<file path="src/rtl/core/mur64a_pkg.sv">
// ----------------------------------------------------------------------------
// mur64a_pkg: shared types and constants for the MurmurHash64A block
// Mixing constant, command/status structs between controller and datapath,
// controller state encoding and small helper functions.
// ----------------------------------------------------------------------------
package mur64a_pkg;

    // Mixing multiplier and shift
    localparam logic [63:0] MUR_M    = 64'hc6a4a7935bd1e995;
    localparam logic [31:0] MUR_M_LO = MUR_M[31:0];
    localparam logic [31:0] MUR_M_HI = MUR_M[63:32];
    localparam int          MUR_R    = 47;

    // A 64x64 multiply by M (low 64 bits) runs as three 32x32 partial
    // products plus one final accumulate: steps 1..MUL_STEPS
    localparam int          STEP_W    = 3;
    localparam logic [STEP_W-1:0] MUL_STEPS = STEP_W'(4);

    // Controller states
    typedef enum logic [3:0] {
        ST_IDLE,
        ST_LEN,
        ST_SEED,
        ST_ROUTE,
        ST_K1,
        ST_K2,
        ST_FOLD,
        ST_TAIL,
        ST_HUPD,
        ST_AV,
        ST_OUT
    } state_t;

    // Partial product select
    typedef enum logic [1:0] {
        MUL_LL,
        MUL_LH,
        MUL_HL
    } mul_sel_t;

    // Product accumulator operation
    typedef enum logic [1:0] {
        ACC_HOLD,
        ACC_LOAD,
        ACC_ADD_HI
    } acc_op_t;

    // Multiplicand register source
    typedef enum logic [2:0] {
        X_HOLD,
        X_LEN,
        X_WORD,
        X_MIX,
        X_FOLD,
        X_TAIL,
        X_AVAL
    } x_src_t;

    // Running hash register source
    typedef enum logic [1:0] {
        H_HOLD,
        H_INIT,
        H_ACC,
        H_FIN
    } h_src_t;

    // Controller -> datapath
    typedef struct packed {
        logic     capture;
        x_src_t   x_src;
        h_src_t   h_src;
        mul_sel_t mul_sel;
        acc_op_t  acc_op;
        logic     out_load;
    } dp_cmd_t;

    // Datapath -> controller, from the captured word
    typedef struct packed {
        logic last;
        logic full;
        logic empty;
    } dp_sts_t;

    // v ^ (v >> R)
    function automatic logic [63:0] xor_shift(input logic [63:0] v);
        return v ^ (v >> MUR_R);
    endfunction

    // Byte mask keeping the low n bytes
    function automatic logic [63:0] tail_mask(input logic [3:0] n);
        logic [63:0] m;
        m = '0;
        for (int i = 0; i < 8; i++) begin
            m[8*i +: 8] = (n > 4'(i)) ? 8'hff : 8'h00;
        end
        return m;
    endfunction

endpackage

</file>
<file path="src/rtl/core/mur64a_dpath.sv">
// ----------------------------------------------------------------------------
// mur64a_dpath: MurmurHash64A datapath
// Holds the captured word, seed, running hash, multiplicand and product
// accumulator, and a single shared 32x32 multiplier with registered output.
// ----------------------------------------------------------------------------
module mur64a_dpath
    import mur64a_pkg::*;
(
    input  logic        aclk,
    input  logic        aresetn,
    // seed write
    input  logic        seed_we,
    input  logic [63:0] seed_wdata,
    // input word
    input  logic [63:0] in_data_word,
    input  logic [3:0]  in_bytes_valid,
    input  logic [31:0] in_message_length,
    input  logic        in_last_word,
    // control
    input  dp_cmd_t     cmd,
    output dp_sts_t     sts,
    output logic [63:0] hash_value
);

    logic [63:0] seed_reg;
    logic [63:0] word_reg;
    logic [3:0]  nvalid_reg;
    logic [31:0] len_reg;
    logic        last_reg;
    logic [63:0] x_reg,    x_next;
    logic [63:0] h_reg,    h_next;
    logic [63:0] acc_reg,  acc_next;
    logic [63:0] prod_reg, prod_next;
    logic [63:0] hash_out_reg;
    logic [31:0] mul_a, mul_b;

    // Seed register
    always_ff @(posedge aclk) begin
        if (!aresetn) begin
            seed_reg <= '0;
        end else if (seed_we) begin
            seed_reg <= seed_wdata;
        end
    end

    // Capture the accepted word
    always_ff @(posedge aclk) begin
        if (cmd.capture) begin
            word_reg   <= in_data_word;
            nvalid_reg <= in_bytes_valid;
            len_reg    <= in_message_length;
            last_reg   <= in_last_word;
        end
    end

    assign sts.last  = last_reg;
    assign sts.full  = nvalid_reg[3];
    assign sts.empty = (nvalid_reg == 4'd0);

    // Partial product operand select
    always_comb begin
        case (cmd.mul_sel)
            MUL_LL: begin
                mul_a = x_reg[31:0];
                mul_b = MUR_M_LO;
            end
            MUL_LH: begin
                mul_a = x_reg[31:0];
                mul_b = MUR_M_HI;
            end
            MUL_HL: begin
                mul_a = x_reg[63:32];
                mul_b = MUR_M_LO;
            end
            default: begin
                mul_a = '0;
                mul_b = '0;
            end
        endcase
    end

    assign prod_next = {32'd0, mul_a} * {32'd0, mul_b};

    // Accumulator: low product loads, cross products add into the upper half
    always_comb begin
        case (cmd.acc_op)
            ACC_LOAD:   acc_next = prod_reg;
            ACC_ADD_HI: acc_next = {acc_reg[63:32] + prod_reg[31:0], acc_reg[31:0]};
            default:    acc_next = acc_reg;
        endcase
    end

    // Multiplicand source
    always_comb begin
        case (cmd.x_src)
            X_LEN:   x_next = {32'd0, len_reg};
            X_WORD:  x_next = word_reg;
            X_MIX:   x_next = xor_shift(acc_reg);
            X_FOLD:  x_next = h_reg ^ acc_reg;
            X_TAIL:  x_next = h_reg ^ (word_reg & tail_mask(nvalid_reg));
            X_AVAL:  x_next = xor_shift(h_reg);
            default: x_next = x_reg;
        endcase
    end

    // Running hash source
    always_comb begin
        case (cmd.h_src)
            H_INIT:  h_next = seed_reg ^ acc_reg;
            H_ACC:   h_next = acc_reg;
            H_FIN:   h_next = xor_shift(acc_reg);
            default: h_next = h_reg;
        endcase
    end

    always_ff @(posedge aclk) begin
        if (!aresetn) begin
            h_reg <= '0;
        end else begin
            h_reg <= h_next;
        end
    end

    always_ff @(posedge aclk) begin
        x_reg    <= x_next;
        acc_reg  <= acc_next;
        prod_reg <= prod_next;
        if (cmd.out_load) begin
            hash_out_reg <= h_next;
        end
    end

    assign hash_value = hash_out_reg;

endmodule

</file>
<file path="src/rtl/core/mur64a_ctrl.sv">
// ----------------------------------------------------------------------------
// mur64a_ctrl: MurmurHash64A controller
// Sequences each word through the shared multiplier, tracks message state
// and owns the input ready and result valid.
// ----------------------------------------------------------------------------
module mur64a_ctrl
    import mur64a_pkg::*;
(
    input  logic    aclk,
    input  logic    aresetn,
    input  logic    s_valid,
    output logic    s_ready,
    input  logic    s_first_word,
    output logic    m_valid,
    input  logic    m_ready,
    input  dp_sts_t sts,
    output dp_cmd_t cmd
);

    state_t              state_reg, state_next;
    logic [STEP_W-1:0]   cnt_reg,   cnt_next;
    logic                in_msg_reg, in_msg_next;
    logic                m_valid_reg, m_valid_next;
    logic                mul_state;
    logic                mul_done;
    state_t              route_state;

    always_ff @(posedge aclk) begin
        if (!aresetn) begin
            state_reg   <= ST_IDLE;
            cnt_reg     <= '0;
            in_msg_reg  <= 1'b0;
            m_valid_reg <= 1'b0;
        end else begin
            state_reg   <= state_next;
            cnt_reg     <= cnt_next;
            in_msg_reg  <= in_msg_next;
            m_valid_reg <= m_valid_next;
        end
    end

    assign s_ready = (state_reg == ST_IDLE);
    assign m_valid = m_valid_reg;

    assign mul_state = (state_reg == ST_LEN) || (state_reg == ST_K1) ||
                       (state_reg == ST_K2) || (state_reg == ST_FOLD) ||
                       (state_reg == ST_TAIL) || (state_reg == ST_AV);

    // Where a word goes once the hash start value is in place
    always_comb begin
        if (!sts.last || sts.full) begin
            route_state = ST_K1;
        end else if (!sts.empty) begin
            route_state = ST_TAIL;
        end else begin
            route_state = ST_AV;
        end
    end

    // Next state and datapath commands
    always_comb begin
        state_next   = state_reg;
        cnt_next     = cnt_reg;
        in_msg_next  = in_msg_reg;
        m_valid_next = m_valid_reg & ~m_ready;
        mul_done     = 1'b0;

        cmd.capture  = 1'b0;
        cmd.x_src    = X_HOLD;
        cmd.h_src    = H_HOLD;
        cmd.mul_sel  = MUL_LL;
        cmd.acc_op   = ACC_HOLD;
        cmd.out_load = 1'b0;

        // multiply steps, shared by every multiply state
        if (mul_state && (cnt_reg != '0)) begin
            case (cnt_reg)
                STEP_W'(1): begin
                    cmd.mul_sel = MUL_LL;
                end
                STEP_W'(2): begin
                    cmd.mul_sel = MUL_LH;
                    cmd.acc_op  = ACC_LOAD;
                end
                STEP_W'(3): begin
                    cmd.mul_sel = MUL_HL;
                    cmd.acc_op  = ACC_ADD_HI;
                end
                default: begin
                    cmd.acc_op  = ACC_ADD_HI;
                end
            endcase
            if (cnt_reg == MUL_STEPS) begin
                cnt_next = '0;
                mul_done = 1'b1;
            end else begin
                cnt_next = cnt_reg + STEP_W'(1);
            end
        end

        case (state_reg)
            ST_IDLE: begin
                if (s_valid) begin
                    cmd.capture = 1'b1;
                    if (s_first_word) begin
                        state_next  = ST_LEN;
                        in_msg_next = 1'b1;
                    end else if (in_msg_reg) begin
                        state_next  = ST_ROUTE;
                    end
                end
            end
            ST_LEN: begin
                if (cnt_reg == '0) begin
                    cmd.x_src = X_LEN;
                    cnt_next  = STEP_W'(1);
                end else if (mul_done) begin
                    state_next = ST_SEED;
                end
            end
            ST_SEED: begin
                cmd.h_src  = H_INIT;
                state_next = route_state;
            end
            ST_ROUTE: begin
                state_next = route_state;
            end
            ST_K1: begin
                if (cnt_reg == '0) begin
                    cmd.x_src = X_WORD;
                    cnt_next  = STEP_W'(1);
                end else if (mul_done) begin
                    state_next = ST_K2;
                end
            end
            ST_K2: begin
                if (cnt_reg == '0) begin
                    cmd.x_src = X_MIX;
                    cnt_next  = STEP_W'(1);
                end else if (mul_done) begin
                    state_next = ST_FOLD;
                end
            end
            ST_FOLD: begin
                if (cnt_reg == '0) begin
                    cmd.x_src = X_FOLD;
                    cnt_next  = STEP_W'(1);
                end else if (mul_done) begin
                    state_next = ST_HUPD;
                end
            end
            ST_TAIL: begin
                if (cnt_reg == '0) begin
                    cmd.x_src = X_TAIL;
                    cnt_next  = STEP_W'(1);
                end else if (mul_done) begin
                    state_next = ST_HUPD;
                end
            end
            ST_HUPD: begin
                cmd.h_src  = H_ACC;
                state_next = sts.last ? ST_AV : ST_IDLE;
            end
            ST_AV: begin
                if (cnt_reg == '0) begin
                    cmd.x_src = X_AVAL;
                    cnt_next  = STEP_W'(1);
                end else if (mul_done) begin
                    state_next = ST_OUT;
                end
            end
            ST_OUT: begin
                // wait until the result register is free or being taken
                if (!m_valid_reg || m_ready) begin
                    cmd.h_src    = H_FIN;
                    cmd.out_load = 1'b1;
                    m_valid_next = 1'b1;
                    in_msg_next  = 1'b0;
                    state_next   = ST_IDLE;
                end
            end
            default: begin
                state_next = ST_IDLE;
            end
        endcase
    end

endmodule

</file>
<file path="src/rtl/core/murmur64a_hash.sv">
// A middle word runs its key multiplies and hash update before the next transfer;
// a first word adds a length multiply and seed load; a last word adds the
// avalanche and result load, and its result is valid as ready returns. A 1..7
// byte tail word uses one multiply in place of three; an unread result holds
// the result load. Each multiply by M runs on one shared 32x32 unit.
// Synchronous reset (aresetn low) clears state, result valid, hash and seed.
// ----------------------------------------------------------------------------
// murmur64a_hash: streaming MurmurHash64A
// Words arrive on the s_ channel, the seed on the cfg channel, and one
// 64-bit hash leaves on the m_ channel per message.
// ----------------------------------------------------------------------------
module murmur64a_hash
    import mur64a_pkg::*;
(
    input  logic        aclk,
    input  logic        aresetn,
    // seed configuration
    input  logic        cfg_valid,
    output logic        cfg_ready,
    input  logic [63:0] cfg_seed,
    // input words
    input  logic        s_valid,
    output logic        s_ready,
    input  logic [63:0] s_data_word,
    input  logic [3:0]  s_bytes_valid,
    input  logic [31:0] s_message_length,
    input  logic        s_first_word,
    input  logic        s_last_word,
    // result
    output logic        m_valid,
    input  logic        m_ready,
    output logic [63:0] m_hash_value
);

    dp_cmd_t cmd;
    dp_sts_t sts;

    assign cfg_ready = 1'b1;

    mur64a_ctrl u_ctrl (
        .aclk         (aclk),
        .aresetn      (aresetn),
        .s_valid      (s_valid),
        .s_ready      (s_ready),
        .s_first_word (s_first_word),
        .m_valid      (m_valid),
        .m_ready      (m_ready),
        .sts          (sts),
        .cmd          (cmd)
    );

    mur64a_dpath u_dpath (
        .aclk              (aclk),
        .aresetn           (aresetn),
        .seed_we           (cfg_valid & cfg_ready),
        .seed_wdata        (cfg_seed),
        .in_data_word      (s_data_word),
        .in_bytes_valid    (s_bytes_valid),
        .in_message_length (s_message_length),
        .in_last_word      (s_last_word),
        .cmd               (cmd),
        .sts               (sts),
        .hash_value        (m_hash_value)
    );

`ifndef SYNTHESIS
    // a result never follows a transfer in the very next cycle
    a_no_fast_result: assert property (@(posedge aclk) disable iff (!aresetn)
        s_valid && s_ready |=> !$rose(m_valid))
        else $error("result appeared right after an input transfer");

    // a new result comes out of a busy cycle
    a_result_from_busy: assert property (@(posedge aclk) disable iff (!aresetn)
        $rose(m_valid) |-> $past(!s_ready))
        else $error("result raised while the block was idle");

    // the block is ready again as soon as a result is posted
    a_ready_after_result: assert property (@(posedge aclk) disable iff (!aresetn)
        $rose(m_valid) |-> s_ready)
        else $error("block not idle after posting a result");
`endif

endmodule

</file>
<file path="config.mk">
export PLATFORM = sky130hd
export DESIGN_NAME = murmur64a_hash
export DESIGN_NICKNAME = d
export VERILOG_FILES = /design/src/rtl/core/mur64a_pkg.sv /design/src/rtl/core/mur64a_dpath.sv /design/src/rtl/core/mur64a_ctrl.sv /design/src/rtl/core/murmur64a_hash.sv
export SDC_FILE = /design/constraint.sdc
export NUM_CORES = 2
export LEC_CHECK = 0
export BUFFER_PORTS_ARGS = -buffer_cell sky130_fd_sc_hd__buf_4
export CAP_MARGIN = 20
export CORE_MARGIN = 4
export CORE_UTILIZATION = 50
export DETAILED_ROUTE_END_ITERATION = 8
export PLACE_DENSITY = 0.67
export SETUP_SLACK_MARGIN = 0.3
export SYNTH_ARGS = -nofsm -noshare
export SYNTH_HDL_FRONTEND = slang
export SYNTH_SLANG_ARGS = --single-unit
</file>
<file path="constraint.sdc">
create_clock -name aclk -period 20.3 [get_ports aclk]
set_input_delay 2.03 -clock aclk [delete_from_list [all_inputs] [get_ports aclk]]
set_output_delay 2.03 -clock aclk [all_outputs]
set_load 0.02 [all_outputs]
</file>
After elaboration in Yosys (flattened, before gate mapping)
Index checks and enable logic that the tools add are counted.
{"block": "word_totals", "ff_bits": 494, "output_inout_bits": 67, "inputBits": 171}
{"block": "op_classes", "multipliers": 1, "muxes": 59, "addsub": 2, "n_bitwise": 9, "reduce_logical": 26, "eq_ne": 41, "magnitude_cmp": 8}
{"cell": "$pmux W64 S6", "count": 1}
{"cell": "$pmux W64 S3", "count": 1}
{"cell": "$xor A64 B64 Y64", "count": 3}
{"cell": "$pmux W32 S2", "count": 2}
{"cell": "$pmux W64 S2", "count": 1}
{"cell": "$xor A64 B17 Y64", "count": 2}
{"cell": "$mux W4", "count": 18}
{"cell": "$and A64 B64 Y64", "count": 1}
{"cell": "$mul A32 B32 Y64", "count": 1}
{"cell": "$mux W8", "count": 8}
{"cell": "$pmux W4 S9", "count": 1}
{"cell": "$add A32 B32 Y32", "count": 1}
{"cell": "$mux W3", "count": 7}
{"cell": "$pmux W3 S6", "count": 1}
{"cell": "$eq A4 B3 Y1 const B", "count": 4}
{"cell": "$gt A4 B3 Y1 const B", "count": 4}
{"cell": "$ne A2 B1 Y1 const B", "count": 7}
{"cell": "$reduce_and A13 Y1", "count": 1}
{"cell": "$eq A3 B2 Y1 const B", "count": 4}
{"cell": "$eq A3 B3 Y1 const B", "count": 4}
{"cell": "$eq A4 B4 Y1 const B", "count": 3}
{"cell": "$mux W1", "count": 12}
{"cell": "$ne A2 B2 Y1 const B", "count": 6}
{"cell": "$eq A2 B2 Y1 const B", "count": 4}
{"cell": "27 further kinds", "count": 49}

Depth between registers and ports, before layout
{"block": "logic_depth", "depth_word": 12, "depth_mapped": 36}

Hierarchy
From an unflattened synthesis, not the netlist that was laid out.
{"block": "hier_totals", "hier_cells": 4612, "hier_area_um2": 47628.2}
{"module": "mur64a_dpath", "seq_area_each_um2": 12642.1, "instances": 1, "area_each_um2": 46876.2, "cells_each": 4516}
{"module": "mur64a_ctrl", "seq_area_each_um2": 180.2, "instances": 1, "area_each_um2": 740.7, "cells_each": 94}
{"module": "murmur64a_hash", "seq_area_each_um2": 0.0, "instances": 1, "area_each_um2": 11.3, "cells_each": 2}

Worst setup path after synthesis
No wires, ideal clock.
{"block": "synth_timing", "kind": "register to register", "startpoint": "register u_ctrl.state_reg[2]", "endpoint": "register u_dpath.prod_reg[60]", "arrival_time_ns": 9.008, "t_required_ns": 20.181, "setup_ns": 0.119, "n_path_buf": 3, "path_stages_with_launch": 31, "slack_ns": 11.173, "path_cell_list": "dfxtp_1 -> buf_2 -> nor2b_2 -> nor2_2 -> nor3_1 -> nand2_1 -> clkinv_1 -> clkbuf_1 -> nand3_1 -> inv_1 -> fa_1 -> fa_1 -> inv_1 -> fa_1 -> fa_1 -> inv_1 -> fa_1 -> fa_1 -> fa_1 -> fa_1 -> ha_1 -> buf_2 -> a21oi_1 -> o21ai_1 -> a211oi_1 -> o22ai_1 -> o31ai_2 -> o211ai_2 -> a311oi_2 -> o21ai_1 -> xnor2_1"}
{"block": "synth_via", "elab_chain_cells": 12, "word_cells_on_any_way": 21, "classes_between": "1 x mul; 8 x eq/ne; 3 x mux; 9 x reduce/logical"}
{"element": "start, declared", "line_no": "mur64a_ctrl.sv:20", "rtl": "state_t state_reg, state_next;"}
{"element": "start signal, assigned", "line_no": "mur64a_ctrl.sv:35", "rtl": "state_reg <= state_next;"}
{"element": "$eq A4 B1 Y1 or $eq A4 B3 Y1 (tied branches)", "line_no": "mur64a_ctrl.sv:45", "rtl": "assign mul_state = (state_reg == ST_LEN) || (state_reg == ST_K1) ||"}
{"element": "$logic_or A1 B1 Y1 (2 in series)", "line_no": "mur64a_ctrl.sv:45"}
{"element": "$logic_or A1 B1 Y1 (2 in series)", "line_no": "mur64a_ctrl.sv:46", "rtl": "(state_reg == ST_K2) || (state_reg == ST_FOLD) ||"}
{"element": "$logic_or A1 B1 Y1 (*)", "line_no": "mur64a_ctrl.sv:47", "rtl": "(state_reg == ST_TAIL) || (state_reg == ST_AV);"}
{"element": "$logic_and A1 B1 Y1 (*)", "line_no": "mur64a_ctrl.sv:76", "rtl": "if (mul_state && (cnt_reg != '0)) begin"}
{"element": "$mux W4 (*)", "line_no": "mur64a_ctrl.sv:76"}
{"element": "$eq A2 B1 Y1, or another cell as far along", "line_no": "mur64a_dpath.sv:62", "rtl": "case (cmd.mul_sel)"}
{"element": "$reduce_or A2 Y1 (no line)"}
{"element": "$pmux W32 S2", "line_no": "mur64a_dpath.sv:62"}
{"element": "$mul A32 B32 Y64 (*)", "line_no": "mur64a_dpath.sv:82", "rtl": "assign prod_next = {32'd0, mul_a} * {32'd0, mul_b};"}
{"element": "named net u_dpath.prod_next[60]", "line_no": "mur64a_dpath.sv:33", "rtl": "logic [63:0] prod_reg, prod_next;"}
{"element": "end signal, assigned", "line_no": "mur64a_dpath.sv:127", "rtl": "prod_reg <= prod_next;"}
{"element": "end, declared", "line_no": "mur64a_dpath.sv:33"}
Mark *: on every way through the listed nets, which the timed path passes. The rest lies on a longest branch.
A chain may end at the register's enable or synchronous reset.

Worst setup path after layout
{"block": "layout_timing", "startpoint": "register u_ctrl.state_reg[3]", "endpoint": "register u_dpath.prod_reg[60]"}
Same word-level chain as after synthesis.

==> metrics.cfg <==
[run_status]
outcome = finished clean

[cts]
cts_made_buffers = 48
cts_buffer_depth = 3
cts_sinks = 494
cts_root_buf = clkbuf_16
clock_latency_ps = 630
htree_levels = 2
cts_tree = yes
path_clk_slew_ps = 70
cts_hold_buf = 0
cts_resized = 0
cts_setup_buffers = 0

[synthesis]
synth_area_leaders = fa_1 (29%), edfxtp_1 (19%), ha_1 (11%)
ys_warn_count = 0
synthCells = 4446
synth_edf_count = 293
postSynthAreaPerCell_sq_um = 10.5
synthArstFlopShare_pct = 0
synth_area_sq_um = 46800
synth_common_cells = inv_1 (843), fa_1 (668), ha_1 (404)
synth-seq-area-share_pct = 27.4
syn-num-nets = 5689
synth_top_cell_by_area = fa_1
synthMostInstantiatedCell = inv_1
synth_cell_types = 84
yosysTopAreaCellShare_pct = 28.6
ys_ff_latch = 494
synthFlopType = edfxtp_1

[placement]
port_buffers = 236
hpwlAfterDp_mm = 126
gp_congestion = 1.05
dpl_worst_slack_ps = 8950

[sta]
rsz0062_at_grt = false
fmax_mhz = 87.2
finalWorstSetupSlack_ps = 8830
post-route-period-util_pct = 56.5
worst_pin_slew_ps = 1100
drv_slew = 0
slew_headroom_pct = 25.7
tns_ps = 0
layout_min_cycle_time_ps = 11470
finClkSkew_ps = 39.0
final-setup-viol-count = 0
hold_viol_final = 0

[floorplan]
dieWidth_microns = 314
std_cell_rows = 111
die_y_microns = 314
coreArea_sq_um = 92200
dieArea_sq_um = 98500
io_pins = 238
initial_utilization_pct = 50.7

[worst_setup_path]
worstReg2RegEnd = u_dpath.prod_reg[60]
cp_data_required_time_ps = 20800
cp_num_buf_inv = 8
slowest_delay_ps = 750
startpoint_type = register
setup.worst_path.class = reg -> reg
end_kind = register
r2r-start = u_ctrl.state_reg[3]
worst-path-max-fanout = 68
critical_path_arrival_ps = 11970
crit_slowest_cell = a22oi_1
cp.depth = 33
r2r_slack_ps = 8830
cp_common_cell = fa_1
crit_family = adder cells
r2r_cells = 33

[detailed_routing]
initialDrtViolationCount = 3715
ant_nets = 0
wl_mm = 155
dr.pass1.iters = 6
viasPerCell = 5.86
routed-via-count = 34409
route.detailed.drc = 0
wl_per_cell_microns = 26.5

[worst_hold_path]
holdPathStages = 2
min_to = u_ctrl.in_msg_reg
hp-start = u_ctrl.in_msg_reg
hold_class = reg -> reg

[cells_and_area]
synthToLayoutAreaGrowth_pct = 9.78
drive_gt1_share_pct = 9.21
fin_nets = 5826

[global_route]
grt_first_pass_wirelength_mm = 233
track_usage_pct = 31.7
grt_overflow_total = 0
antenna_found_initial = 7
grt_max_degree = 86
grt_pass1_vias = 35341

[flow_run]
max_cap_violations = 0

[tightest hold or removal path, cell delays in order (launching register included)]
cell     delay (ps)
dfxtp_1         330
a22oi_1          80
nor2b_1          90
[cells in the final DEF (no fill, tap or decap), drive strengths merged, types with 14 or more instances in the layout]
| master | count |
|---|---|
| buf | 275 |
| mux2i | 66 |
| and2 | 110 |
| nand2 | 149 |
| and3 | 63 |
| dfxtp | 201 |
| a21o | 53 |
| clkbuf | 64 |
| nor2 | 163 |
| xnor2 | 58 |
| a31oi | 16 |
| fa | 668 |
| o21ai | 174 |
| nand2b | 14 |
| ha | 404 |
| a22oi | 81 |
| nand4 | 25 |
| edfxtp | 293 |
| a222oi | 32 |
| o211ai | 25 |
| a221o | 14 |
| o21bai | 24 |
| o221ai | 14 |
| o21a | 60 |
| nand3 | 122 |
| a21oi | 222 |
| xor2 | 53 |
| o311ai | 32 |
| mux2 | 22 |
| inv | 852 |
| clkinv | 15 |
| nor3 | 26 |
| nor2b | 112 |
[layer usage]
metal | track usage (%) | part of all wire, % | vias to the layer above
li1 | - | - | 15084
met1 | 44.4 | 42 | 17355
met2 | 50.1 | 46 | 1707
met3 | 5.98 | 8.9 | 259
met4 | 10.6 | 3.9 | 4
met5 | 0 | 0.017 | -
[logic make-up (layout without fill, tap and decap cells)]
family | Yosys count | after routing | share of synthesized area [%]
simple gates | 817 | 817 | 8.93
buf+inv | 1033 | 1210 | 8.39
compound gates | 830 | 830 | 11.9
xor+xnor | 111 | 111 | 2.08
fa+ha+maj | 1072 | 1072 | 39.4
mux | 88 | 88 | 1.95
flops | 494 | 494 | 27.4
other cells | 1 | 3 | 0.00801
[area by class of cell]
cell class	instances	area [sq um]
clock inverter	26	254
fill	7998	40900
sequential	494	12800
clock buffer	64	1390
antenna	2	5.00
inverter	845	3170
multi-input combinational	2919	30100
timing repair buffer	275	2070
tap	1243	1560
[worst max path at each step]
stage                              startpoint              endpoint  slack [ps]
after floorplan           u_ctrl.state_reg[2]  u_dpath.prod_reg[60]       11170
after global placement    u_ctrl.state_reg[3]  u_dpath.prod_reg[60]        9020
after detailed placement  u_ctrl.state_reg[3]  u_dpath.prod_reg[60]        8950
after CTS                 u_ctrl.state_reg[3]  u_dpath.prod_reg[60]        8890
after global routing      u_ctrl.state_reg[3]  u_dpath.prod_reg[60]        8310
final                     u_ctrl.state_reg[3]  u_dpath.prod_reg[60]        8830
[metrics by stage]
step	hold slack, ps	std cells	util, %	cell area (sq um)
floorplan	482	4446	-	46800
global placement	511	5775	53.9	49700
detailed placement	516	5776	53.9	49700
CTS	536	5866	55.7	51400
global route	564	5866	55.7	51400
finish	535	5868	55.7	51400
Power is left out: the tool's default activity adds up to more than one toggle a clock period on the data nets, which glitch-free logic cannot reach.
